[src/rtl/assert_macros.svh]
// ----------------------------------------------------------------------------
// assert_macros.svh
// Property macros shared by the stack machine execute core.
// ----------------------------------------------------------------------------
`ifndef ASSERT_MACROS_SVH
`define ASSERT_MACROS_SVH

// same-cycle implication, checked outside reset
`define CHECK_IMPLIES(label, clk, rst_n, ante, cons) \
    label: assert property (@(posedge clk) disable iff (!rst_n) (ante) |-> (cons)) \
        else $error("implication check failed");

// next-cycle implication, checked outside reset
`define CHECK_NEXT(label, clk, rst_n, ante, cons) \
    label: assert property (@(posedge clk) disable iff (!rst_n) (ante) |=> (cons)) \
        else $error("next-cycle check failed");

`endif

[src/rtl/smx_pkg.sv]
// ----------------------------------------------------------------------------
// smx_pkg
// Opcodes, status codes, register indexes and shared types of the stack
// machine execute core.
// ----------------------------------------------------------------------------
package smx_pkg;

    localparam int CMD_W     = 4;
    localparam int WORD_W    = 32;
    localparam int ADDR_W    = 16;
    localparam int CFG_IDX_W = 8;
    localparam int CFG_DAT_W = 16;

    typedef enum logic [CMD_W-1:0] {
        CMD_LD  = 4'd0,
        CMD_ST  = 4'd1,
        CMD_LDC = 4'd2,
        CMD_ADD = 4'd3,
        CMD_SUB = 4'd4,
        CMD_CMP = 4'd5,
        CMD_JMP = 4'd6,
        CMD_BR  = 4'd7,
        CMD_RET = 4'd8
    } cmd_t;

    typedef enum logic [2:0] {
        ST_RUN       = 3'd0,
        ST_RETURN    = 3'd1,
        ST_PAST_END  = 3'd2,
        ST_UNDERFLOW = 3'd3,
        ST_OVERFLOW  = 3'd4,
        ST_BAD_JUMP  = 3'd5
    } status_t;

    typedef enum logic [1:0] {
        EX_CLEAR,
        EX_TAKE,
        EX_DO
    } exec_state_t;

    localparam logic [CFG_IDX_W-1:0] CFG_DEPTH_CHECK = 8'd0;
    localparam logic [CFG_IDX_W-1:0] CFG_PROG_LEN    = 8'd1;

    typedef struct packed {
        logic              depth_check;
        logic [ADDR_W-1:0] program_length;
    } cfg_t;

    typedef struct packed {
        logic [ADDR_W-1:0] next_address;
        status_t           status;
        logic [WORD_W-1:0] top_value;
    } result_t;

endpackage

[src/rtl/smx_index.sv]
// ----------------------------------------------------------------------------
// smx_index
// Three-stage front end: reduces the signed argument modulo DATA_WORDS
// (byte folding, reciprocal multiply, remainder) and carries the word along.
// ----------------------------------------------------------------------------
module smx_index #(
    parameter int DATA_WORDS = 256
) (
    input  logic                             clk,
    input  logic                             rst_n,
    input  logic                             hold,
    input  logic                             in_valid,
    output logic                             in_stall,
    input  logic [smx_pkg::CMD_W-1:0]        command,
    input  logic [smx_pkg::WORD_W-1:0]       argument,
    output logic                             idx_valid,
    input  logic                             idx_ready,
    output logic [smx_pkg::CMD_W-1:0]        idx_command,
    output logic [smx_pkg::WORD_W-1:0]       idx_argument,
    output logic [$clog2(DATA_WORDS)-1:0]    idx_didx
);
    import smx_pkg::*;

    localparam int IDX_W = $clog2(DATA_WORDS);
    // folded sum stays below 2^27
    localparam int X_W   = 27;
    localparam int M_W   = 29;
    localparam int P_W   = X_W + M_W;
    localparam int SHIFT = X_W + IDX_W;

    localparam logic [63:0] NW    = 64'(DATA_WORDS);
    localparam logic [15:0] C0    = 16'(64'd1 % NW);
    localparam logic [15:0] C1    = 16'(64'd256 % NW);
    localparam logic [15:0] C2    = 16'(64'd65536 % NW);
    localparam logic [15:0] C3    = 16'(64'd16777216 % NW);
    // a negative word is u - 2^32, folded in as an additive constant
    localparam logic [15:0] CNEG  = 16'((NW - (64'd4294967296 % NW)) % NW);
    localparam logic [M_W-1:0] MULT = M_W'(((64'd1 << SHIFT) + NW - 64'd1) / NW);

    logic                  v1_reg, v1_next, v2_reg, v2_next, v3_reg, v3_next;
    logic                  move1, move2, move3, accept;
    logic [X_W-1:0]        x1_next, x1_reg, x2_reg, q2_next, q2_reg, qn, rem;
    logic [P_W-1:0]        prod;
    logic [CMD_W-1:0]      cmd1_reg, cmd2_reg, cmd3_reg;
    logic [WORD_W-1:0]     arg1_reg, arg2_reg, arg3_reg;
    logic [IDX_W-1:0]      didx3_reg;

    assign move3    = !v3_reg || idx_ready;
    assign move2    = !v2_reg || move3;
    assign move1    = !v1_reg || move2;
    assign in_stall = hold || !move1;
    assign accept   = in_valid && !in_stall;

    assign v1_next = move1 ? accept : v1_reg;
    assign v2_next = move2 ? v1_reg : v2_reg;
    assign v3_next = move3 ? v2_reg : v3_reg;

    always_comb
    begin
        x1_next = X_W'(argument[7:0])   * X_W'(C0)
                + X_W'(argument[15:8])  * X_W'(C1)
                + X_W'(argument[23:16]) * X_W'(C2)
                + X_W'(argument[31:24]) * X_W'(C3)
                + (argument[31] ? X_W'(CNEG) : X_W'(0));
    end

    assign prod    = P_W'(x1_reg) * P_W'(MULT);
    assign q2_next = X_W'(prod >> SHIFT);
    assign qn      = q2_reg * X_W'(DATA_WORDS);
    assign rem     = x2_reg - qn;

    always_ff @(posedge clk or negedge rst_n)
    begin
        if (!rst_n)
        begin
            v1_reg <= 1'b0;
            v2_reg <= 1'b0;
            v3_reg <= 1'b0;
        end
        else
        begin
            v1_reg <= v1_next;
            v2_reg <= v2_next;
            v3_reg <= v3_next;
        end
    end

    always_ff @(posedge clk)
    begin
        if (move1)
        begin
            x1_reg   <= x1_next;
            cmd1_reg <= command;
            arg1_reg <= argument;
        end
        if (move2)
        begin
            x2_reg   <= x1_reg;
            q2_reg   <= q2_next;
            cmd2_reg <= cmd1_reg;
            arg2_reg <= arg1_reg;
        end
        if (move3)
        begin
            didx3_reg <= rem[IDX_W-1:0];
            cmd3_reg  <= cmd2_reg;
            arg3_reg  <= arg2_reg;
        end
    end

    assign idx_valid    = v3_reg;
    assign idx_command  = cmd3_reg;
    assign idx_argument = arg3_reg;
    assign idx_didx     = didx3_reg;

endmodule

[config.mk]
export PLATFORM = sky130hd
export DESIGN_NAME = smx_index
export DESIGN_NICKNAME = d
export VERILOG_FILES = /design/src/rtl/assert_macros.svh /design/src/rtl/smx_pkg.sv /design/src/rtl/smx_index.sv
export SDC_FILE = /design/constraint.sdc
export NUM_CORES = 1
export LEC_CHECK = 0
export ABC_AREA = 1
export BUFFER_PORTS_ARGS = -buffer_cell sky130_fd_sc_hd__buf_2
export CORE_MARGIN = 2
export CORE_UTILIZATION = 51
export CTS_CLUSTER_DIAMETER = 30
export DETAILED_ROUTE_END_ITERATION = 10
export PLACE_DENSITY = 0.78
export SYNTH_ARGS = -nofsm -noshare
export SYNTH_HDL_FRONTEND = slang
export SYNTH_SLANG_ARGS = --single-unit
[constraint.sdc]
create_clock -name clk -period 2.1 [get_ports clk]
set_input_delay 0.315 -clock clk [delete_from_list [all_inputs] [get_ports clk]]
set_output_delay 0.315 -clock clk [all_outputs]
set_load 0.01 [all_outputs]
==> flow_metrics.tcl, run 1 <==
set metrics [dict create \
    status "finished, final reports clean" \
    cts_buffers 9 \
    syn_avg_cell_area_um2 26.21 \
    coreArea_um2 6422 \
    nFillCells 434 \
    via_per_inst 4.650 \
    cts_tree "done" \
    grt_usage_pct 12.70 \
    synthCells 131 \
    grt_overflow 0 \
    cp_slowest_cell "dfrtp_1" \
    fin_nets 265 \
    root_buffer "clkbuf_8" \
    most-common-layout-cells "edfxtp_1 (108), buf_2 (86), clkbuf_8 (9), nand2_1 (5), inv_1 (4)" \
    vdd_drop_max_mv 0.6926 \
    die_w_um 86.05 \
    reg2reg_slack_ps 730 \
    pin_count 87 \
    finalSetupTns_ps 0 \
    synth_nets 172 \
    fp.dieH_um 86.05 \
    yosys.area_share.simple_pct 1.166 \
    crit_fanout 20 \
    skew_ps 8.493 \
    path_buf_inv 1 \
    ys_seq_area_share_pct 96.65 \
    crit_family "simple AND/OR/NAND/NOR gates" \
    end_kind "output pin" \
    yosysWarnings 0 \
    postRouteAntennaNets 0 \
    cp.required_ps 1780 \
    p_per_area_nw_per_um2 1011 \
    area_delta_synth_final_pct 21.50 \
    wire_per_inst_um 14.18 \
    drive_gt1_share_pct 46.72 \
    cp.arrival_ps 1440 \
    worst_r2r_startpoint "idx_valid$_DFFE_PN0P_" \
    hold_path.class "in2reg" \
    fmax_ghz 0.5704 \
    fin_crit_ps 1753 \
    synth.distinct_cells 7 \
    grt_start_max_net_pins 38 \
    path_depth 3 \
    netlist.area_leader.share_pct 94.46 \
    placed_area_um2 3955 \
    start_util_pct 53.46 \
    whs_path_depth 1 \
    cap_violations 0 \
    ys_ff_latch 111 \
    worst_slew_pin_slew_ps 452.9 \
    grt_pass1_wl_mm 6.589 \
    wl_mm 4.340 \
    period_share_pct 83.48 \
    cp-start-kind "flip-flop" \
    relSlewSlack_pct 69.70 \
    critPathKind "reg2out" \
    portBuffers 86 \
    dieArea_um2 7405 \
    synth_top_family_by_area "buffers and inverters" \
    crit_path_max_incr_delay_ps 470 \
    synth_compound_area_share_pct 0 \
    dp_hpwl_mm 2.918 \
    crit_chain "nand4_4 -> nand2_1 -> buf_2" \
    rsz0062_at_grt "no" \
    synthMuxAreaShare_pct 0 \
    mostFrequentLayoutCell "edfxtp_1" \
    antenna_found_initial 0 \
    hold_viol 0 \
    hp-start "argument[12]" \
    regToRegEndpoint "idx_argument[29]$_DFFE_PP_" \
    synth_top_cell_by_area "edfxtp_1" \
    clk_pin_slew_ps 100 \
    setup_viol 0 \
    cts_buffer_depth 2 \
    synth-adder-area-share_pct 0 \
    cts_sinks 111 \
    reg2reg_depth 2 \
    drc 0 \
    slew_viol_final 0 \
    cts_max_level 3 \
    rows 29 \
    grt_pass1_vias 1364 \
    p_leak_uw 0.001668 \
    finalInstanceArea_um2 4172 \
    hold_end "arg1_reg[12]$_DFFE_PP_" \
    clk_latency_ps 350 \
    synth.top_cells.by_area "edfxtp_1 (94%), dfrtp_1 (2.2%), buf_4 (1.7%), nand2_1 (0.66%), inv_1 (0.44%)" \
    via_count 1423 \
    drt_iter0_drc 93 \
    gp_congestion 0.7381 \
    synth_xor_area_share_pct 0 \
    netlist_area_um2 3433 \
    cts_setup_buffers 0 \
    diodes 0 \
    dr.pass1.iters 4 \
]
==> synth_stat cells <==
| cell | n |
|---|---|
| nand3_1 | 1 |
| edfxtp_1 | 108 |
| buf_4 | 8 |
| nand2_1 | 6 |
| nand4_2 | 1 |
| inv_1 | 4 |
| dfrtp_1 | 3 |
==> area by class of cell <==
type | count | area, um2 | share of cell area (%)
Inverter | 4 | 15.01 | 0.3599
Sequential cell | 111 | 3318 | 79.54
Multi-Input combinational cell | 8 | 56.30 | 1.350
Timing Repair Buffer | 90 | 488.0 | 11.70
Clock buffer | 10 | 127.6 | 3.059
Tap cell | 77 | 96.34 | 2.310
Clock inverter | 6 | 70.07 | 1.680
==> what timing repair did <==
item,in CTS,in global routing
hold buffers,1,0
endpoints found under the hold margin,3,0
resized for setup,0,1
setup endpoints to repair,0,1
==> metrics by stage <==
| stage | hold WS [ps] | power (uW) | util (%) | cells | setup WS (ps) |
|---|---|---|---|---|---|
| floorplan | 19.41 | 2885 | - | 131 | 195.8 |
| global placement | 111.4 | 3023 | 61.58 | 289 | 418.9 |
| detailed placement | 116.2 | 3040 | 61.58 | 289 | 406.4 |
| CTS | 108.7 | 4253 | 64.82 | 306 | 80.25 |
| global route | 96.88 | 4383 | 64.95 | 306 | 219.2 |
| finish | 128.3 | 4216 | 64.95 | 306 | 347.0 |
==> how the worst max path moves through the flow <==
stage	start	to	slack, ps
detailed placement	idx_ready	in_stall	410
finish	idx_valid$_DFFE_PN0P_	in_stall	350
CTS	idx_valid$_DFFE_PN0P_	in_stall	80
global route	idx_valid$_DFFE_PN0P_	in_stall	220
floorplan	idx_valid$_DFFE_PN0P_	arg2_reg[0]$_DFFE_PP_	200
global placement	idx_ready	in_stall	420
==> power by group <==
| part | total, uW | internal (uW) | switching [uW] |
|---|---|---|---|
| Sequential | 2720 | 2660 | 58.7 |
| Combinational | 266 | 109 | 157 |
| Clock | 1230 | 560 | 670 |
==> kinds of logic after synthesis <==
kind of cell,after synthesis
buffers and inverters,12
flip-flops,111
AND/OR/NAND/NOR,8
==> worst register-to-register path, cell delays in order (launching register included) <==
cell	delay [ps]
dfrtp_1	460
nand2_2	390
buf_12	230
==> routing by layer <==
metal  global-route usage (%)  vias to the layer above  wire length [um]
met3                    6.352                       11               342
met4                    6.926                        0               110
met2                    19.94                       54              2267
met5                        0                        -                 0
met1                    14.16                      673              1620
li1                         -                      685                 -
Power figures use the tool's default switching activity.
==> run 2, diff against run 1 <==
--- a/config.mk
+++ b/config.mk
@@ -8,10 +8,10 @@
 export ABC_AREA = 1
 export BUFFER_PORTS_ARGS = -buffer_cell sky130_fd_sc_hd__buf_2
 export CORE_MARGIN = 2
-export CORE_UTILIZATION = 51
+export CORE_UTILIZATION = 46
 export CTS_CLUSTER_DIAMETER = 30
 export DETAILED_ROUTE_END_ITERATION = 10
-export PLACE_DENSITY = 0.78
+export PLACE_DENSITY = 0.74
 export SYNTH_ARGS = -nofsm -noshare
 export SYNTH_HDL_FRONTEND = slang
 export SYNTH_SLANG_ARGS = --single-unit
==> constraint.sdc (replaced) <==
create_clock -name clk -period 1.5 [get_ports clk]
set_input_delay 0.225 -clock clk [delete_from_list [all_inputs] [get_ports clk]]
set_output_delay 0.225 -clock clk [all_outputs]
set_load 0.01 [all_outputs]
==> flow_metrics.tcl, run 2 (synthesis results as in run 1) <==
set metrics [dict create \
    cap_violations 0 \
    grt_overflow 0 \
    cts_tree "done" \
    cts_sinks 111 \
    hold_path.class "in2reg" \
    most-common-layout-cells "edfxtp_1 (108), buf_2 (86), clkbuf_8 (9), nand2_1 (5), inv_1 (4)" \
    via_count 1376 \
    grt_pass1_wl_mm 6.189 \
    post-place-ws_ps 267.0 \
    grt_usage_pct 10.52 \
    skew_ps 9.326 \
    start_util_pct 47.33 \
    grt_pass1_vias 1320 \
    stdcell_count 330 \
    fin_nets 267 \
    via_per_inst 4.170 \
    fmax_ghz 0.7488 \
    cp_slowest_cell "dfrtp_2" \
    antenna_found_initial 0 \
    setup_ws_ps 164.5 \
    cp.arrival_ps 1110 \
    path_depth 3 \
    placed_area_um2 4004 \
    worst_r2r_startpoint "idx_valid$_DFFE_PN0P_" \
    rsz0062_at_grt "no" \
    topRoutingLayerUsed "met4" \
    reg2reg_depth 3 \
    cts_buffer_depth 2 \
    clk_latency_ps 350 \
    dieArea_um2 8170 \
    wirelength_met1_mm 1.321 \
    crit_chain "nand4_4 -> nand2_1 -> buf_2" \
    mostFrequentLayoutCell "edfxtp_1" \
    root_buffer "clkbuf_8" \
    end_kind "output pin" \
    rows 31 \
    path_buf_inv 1 \
    crit_family "flip-flops" \
    p_leak_uw 0.001679 \
    vdd_drop_max_mv 0.9371 \
    clk_pin_slew_ps 90 \
    p_per_area_nw_per_um2 1348 \
    portBuffers 86 \
    relSlewSlack_pct 83.22 \
    fin_crit_ps 1336 \
    pin_count 87 \
    postRouteAntennaNets 0 \
    slew_viol_final 0 \
    fp.dieH_um 90.39 \
    cts_max_level 3 \
    cp.required_ps 1270 \
    placedCellCount 311 \
    regToRegEndpoint "arg1_reg[29]$_DFFE_PP_" \
    grt_start_max_net_pins 37 \
    drc 0 \
    drt_iter0_drc 109 \
    dr.pass1.iters 5 \
    dp_hpwl_mm 2.874 \
    period_share_pct 89.04 \
    diodes 0 \
    hold_viol 0 \
    worst_slew_pin_slew_ps 250.9 \
    reg2reg_slack_ps 250 \
    crit_path_max_incr_delay_ps 460 \
    crit_start "idx_valid$_DFFE_PN0P_" \
    wire_per_inst_um 12.16 \
    area_delta_synth_final_pct 22.41 \
    coreArea_um2 7253 \
    status "finished, final reports clean" \
    critPathKind "reg2out" \
    routed-wl-met3_um 316 \
    crit_fanout 4 \
    cts_buffers 9 \
    drive_gt1_share_pct 47.62 \
    gp_congestion 0.6927 \
    crit_end "in_stall" \
    setup_viol 0 \
    cp-start-kind "flip-flop" \
    wl_mm 4.014 \
    finalInstanceArea_um2 4203 \
    routed-wl-met2_mm 2.349 \
    die_w_um 90.39 \
]
run 2: through the flow:
stage,util [%],hold WS [ps],power (uW),TNS [ps]
final,57.94,41.01,5664,0
after floorplan,-,-70.59,4043,-227.6
after global placement,55.20,20.79,4245,0
after CTS,57.74,23.13,5720,0
after global routing,57.94,16.25,5901,0
after detailed placement,55.20,24.03,4260,0
run 2: per-layer routing:
metal  track usage (%)  up-vias
met5                 0        -
met4             3.846        0
met3             5.008        4
met2             19.92       56
met1             9.597      628
li1                  -      688
run 2: worst min-delay path by stage:
stage / startpoint / end / slack (ps) / cells after the start
floorplan: rst_n / idx_valid$_DFFE_PN0P_ / -70 / 0
global placement: rst_n / v2_reg$_DFFE_PN0P_ / 20 / 1
detailed placement: rst_n / idx_valid$_DFFE_PN0P_ / 20 / 1
CTS: command[1] / cmd1_reg[1]$_DFFE_PP_ / 20 / 1
global route: argument[12] / arg1_reg[12]$_DFFE_PP_ / 20 / 1
finish: argument[27] / arg1_reg[27]$_DFFE_PP_ / 40 / 1
run 2: layout make-up:
cell class	count	area (um2)
Fill cell	531	3050
Multi-Input combinational cell	8	56.30
Inverter	4	15.01
Clock buffer	9	123.9
Tap cell	99	123.9
Timing Repair Buffer	92	515.5
Clock inverter	7	48.80
Sequential cell	111	3319
run 2: power by group:
group | total, uW | internal, uW | switching (uW) | leakage [uW]
registers | 3800 | 3720 | 79.4 | 0.00116
clock network | 1480 | 606 | 877 | 0.0000910
logic | 377 | 159 | 218 | 0.000429
total | 5660 | 4490 | 1170 | 0.00168
run 2: timing repair:
item,in CTS,in global routing
endpoints found under the setup margin,1,1
pin swaps,1,1
endpoints found under the hold margin,3,0
setup buffers,0,2
hold buffers,1,0
gates resized for setup,1,0
==> run 3, diff against run 2 <==
--- a/config.mk
+++ b/config.mk
@@ -5,13 +5,13 @@
 export SDC_FILE = /design/constraint.sdc
 export NUM_CORES = 1
 export LEC_CHECK = 0
-export ABC_AREA = 1
 export BUFFER_PORTS_ARGS = -buffer_cell sky130_fd_sc_hd__buf_2
 export CORE_MARGIN = 2
 export CORE_UTILIZATION = 46
 export CTS_CLUSTER_DIAMETER = 30
 export DETAILED_ROUTE_END_ITERATION = 10
 export PLACE_DENSITY = 0.74
+export REMOVE_ABC_BUFFERS = 1
 export SYNTH_ARGS = -nofsm -noshare
 export SYNTH_HDL_FRONTEND = slang
 export SYNTH_SLANG_ARGS = --single-unit
==> flow_metrics.tcl, run 3 <==
set metrics [dict create \
    slew_viol_final 0 \
    synthArstFlopShare_pct 2.703 \
    grt.met1_usage_pct 14.05 \
    p_total_uw 5736 \
    vdd_drop_max_mv 0.5853 \
    rows 31 \
    skew_ps 4.582 \
    diodes 0 \
    finalInstanceArea_um2 4203 \
    grt_usage_pct 11.87 \
    cap_violations 0 \
    cts_sinks 111 \
    clk_pin_slew_ps 90 \
    fmax_ghz 0.7204 \
    most-common-layout-cells "edfxtp_1 (108), buf_2 (86), clkbuf_8 (9), dfrtp_1 (3), buf_12 (3)" \
    synthCells 128 \
    cp-start-kind "flip-flop" \
    busiest_layer "met2" \
    whs_path_depth 1 \
    grt_pass1_vias 1406 \
    worst_slew_pin_slew_ps 194.4 \
    grt_use_met2_pct 19.15 \
    fin_crit_ps 1388 \
    relSlewSlack_pct 87.04 \
    synth_top_cell_by_area "edfxtp_1" \
    netlist.area_leader.share_pct 93.95 \
    hold_end "arg1_reg[26]$_DFFE_PP_" \
    gp_congestion 0.6929 \
    antenna_found_initial 0 \
    die_w_um 90.63 \
    reg2reg_depth 3 \
    syn_avg_cell_area_um2 26.97 \
    placed_area_um2 4016 \
    post-place-ws_ps 306.9 \
    coreArea_um2 7253 \
    yosys_most_used_dff "edfxtp_1" \
    nFillCells 545 \
    status "finished, final reports clean" \
    worst_r2r_startpoint "idx_valid$_DFFE_PN0P_" \
    synth_xor_area_share_pct 0 \
    setup_ws_ps 111.9 \
    synth_most_common_cell "edfxtp_1" \
    start_util_pct 47.59 \
    dr.pass1.iters 3 \
    synth_common_cells "edfxtp_1 (108), buf_4 (8), dfrtp_1 (3)" \
    p_per_area_nw_per_um2 1365 \
    ys_ff_latch 111 \
    pin_count 87 \
    cp.arrival_ps 1160 \
    root_buffer "clkbuf_8" \
    netlist_area_um2 3452 \
    dieArea_um2 8214 \
    cts_max_level 3 \
    yosys.area_share.simple_pct 1.559 \
    drc 0 \
    synth_top_family_by_area "buffers and inverters" \
    ys_seq_area_share_pct 96.12 \
    fin_util_pct 57.94 \
    drt_iter0_drc 53 \
    p_leak_uw 0.001678 \
    synth_compound_area_share_pct 0.3625 \
    cp.required_ps 1270 \
    area_delta_synth_final_pct 21.75 \
    hp-start "argument[26]" \
    drive_gt1_share_pct 47.11 \
    dp_hpwl_mm 3.148 \
    hold_viol 0 \
    fin_nets 263 \
    postRouteAntennaNets 0 \
    wl_mm 4.541 \
    via_per_inst 4.327 \
    fp.dieH_um 90.63 \
    synth.distinct_cells 11 \
    portBuffers 86 \
    synth_edf_count 108 \
    synth-adder-area-share_pct 0 \
    critPathKind "reg2out" \
    mostFrequentLayoutCell "edfxtp_1" \
    ctsResizeCount 0 \
    cts_buffers 9 \
    reg2reg_slack_ps 290 \
    yosysWarnings 0 \
    cts_tree "done" \
    regToRegEndpoint "cmd2_reg[1]$_DFFE_PP_" \
    crit_fanout 4 \
    wire_per_inst_um 14.02 \
    grt_overflow 0 \
    setup_viol 0 \
    clk_latency_ps 350 \
    synthMuxAreaShare_pct 0 \
    met3_usage_pct 3.172 \
    hold_path.class "in2reg" \
    grt_pass1_wl_mm 7.038 \
    synth.top_cells.by_area "edfxtp_1 (94%), dfrtp_1 (2.2%), buf_4 (1.7%), nand4b_4 (0.69%), nor2b_4 (0.40%)" \
    end_kind "output pin" \
    period_share_pct 92.54 \
    grt_start_max_net_pins 37 \
    rsz0062_at_grt "no" \
    via_count 1402 \
    cts_buffer_depth 2 \
]
## run 3: changes by cell type after synthesis
cell,delta
nand4b_4,+1
a21o_1,+1
nor2b_4,+1
inv_1,-3
o21ai_0,+1
inv_2,+1
nand2_1,-5
nand4_2,-1
nand3_1,-1
nand2b_1,+2
## run 3: metrics by stage
step	std cells	hold WS [ps]	setup TNS [ps]
6_report	324	45.84	0
5_1_grt	324	22.89	0
4_1_cts	324	25.67	0
3_5_place_dp	309	25.73	0
3_3_place_gp	309	23.37	0
2_1_floorplan	120	-70.59	-9390
## run 3: final cells by class
cell class | count | area (um2) | share of cell area [%]
clock buffers | 10 | 127.6 | 3.037
clock inverters | 4 | 48.80 | 1.161
inverters | 2 | 7.507 | 0.1786
multi-input cells | 7 | 68.82 | 1.637
flip-flops and latches | 111 | 3318 | 78.95
well taps | 99 | 123.9 | 2.947
repair buffers | 91 | 508.0 | 12.09
## run 3: what timing repair did
item / 4_1_cts / 5_1_grt
buffers inserted: 0 / 0
hold endpoints to repair: 3 / 0
hold buffers: 1 / 0
## run 3: cells by family after synthesis
family / after synthesis
DFF: 111
buffers and inverters: 10
and+or+nand+nor: 5
AOI/OAI and AO/OA: 2
## run 3: critical path, cell delays in order, from the launching register on
cell	delay [ps]
dfrtp_1	440
nand4b_4	150
nand2b_1	100
buf_2	120
## run 3: power breakdown
part / switching, uW / internal, uW / total (uW)
combinational: 198 / 156 / 354
clock: 853 / 749 / 1600
sequential: 81.9 / 3700 / 3780
## run 3: worst max-delay path by stage
stage	startpoint	to
final	v2_reg$_DFFE_PN0P_	in_stall
after global routing	v2_reg$_DFFE_PN0P_	in_stall
after CTS	v2_reg$_DFFE_PN0P_	in_stall
after detailed placement	idx_valid$_DFFE_PN0P_	arg2_reg[8]$_DFFE_PP_
after global placement	idx_valid$_DFFE_PN0P_	arg2_reg[25]$_DFFE_PP_
after floorplan	idx_valid$_DFFE_PN0P_	arg2_reg[0]$_DFFE_PP_
## run 3: metal layers
metal / up-vias / wire [um]
li1: 678 / -
met5: - / 0
met2: 63 / 2269
met3: 13 / 261
met1: 648 / 1866
met4: 0 / 143
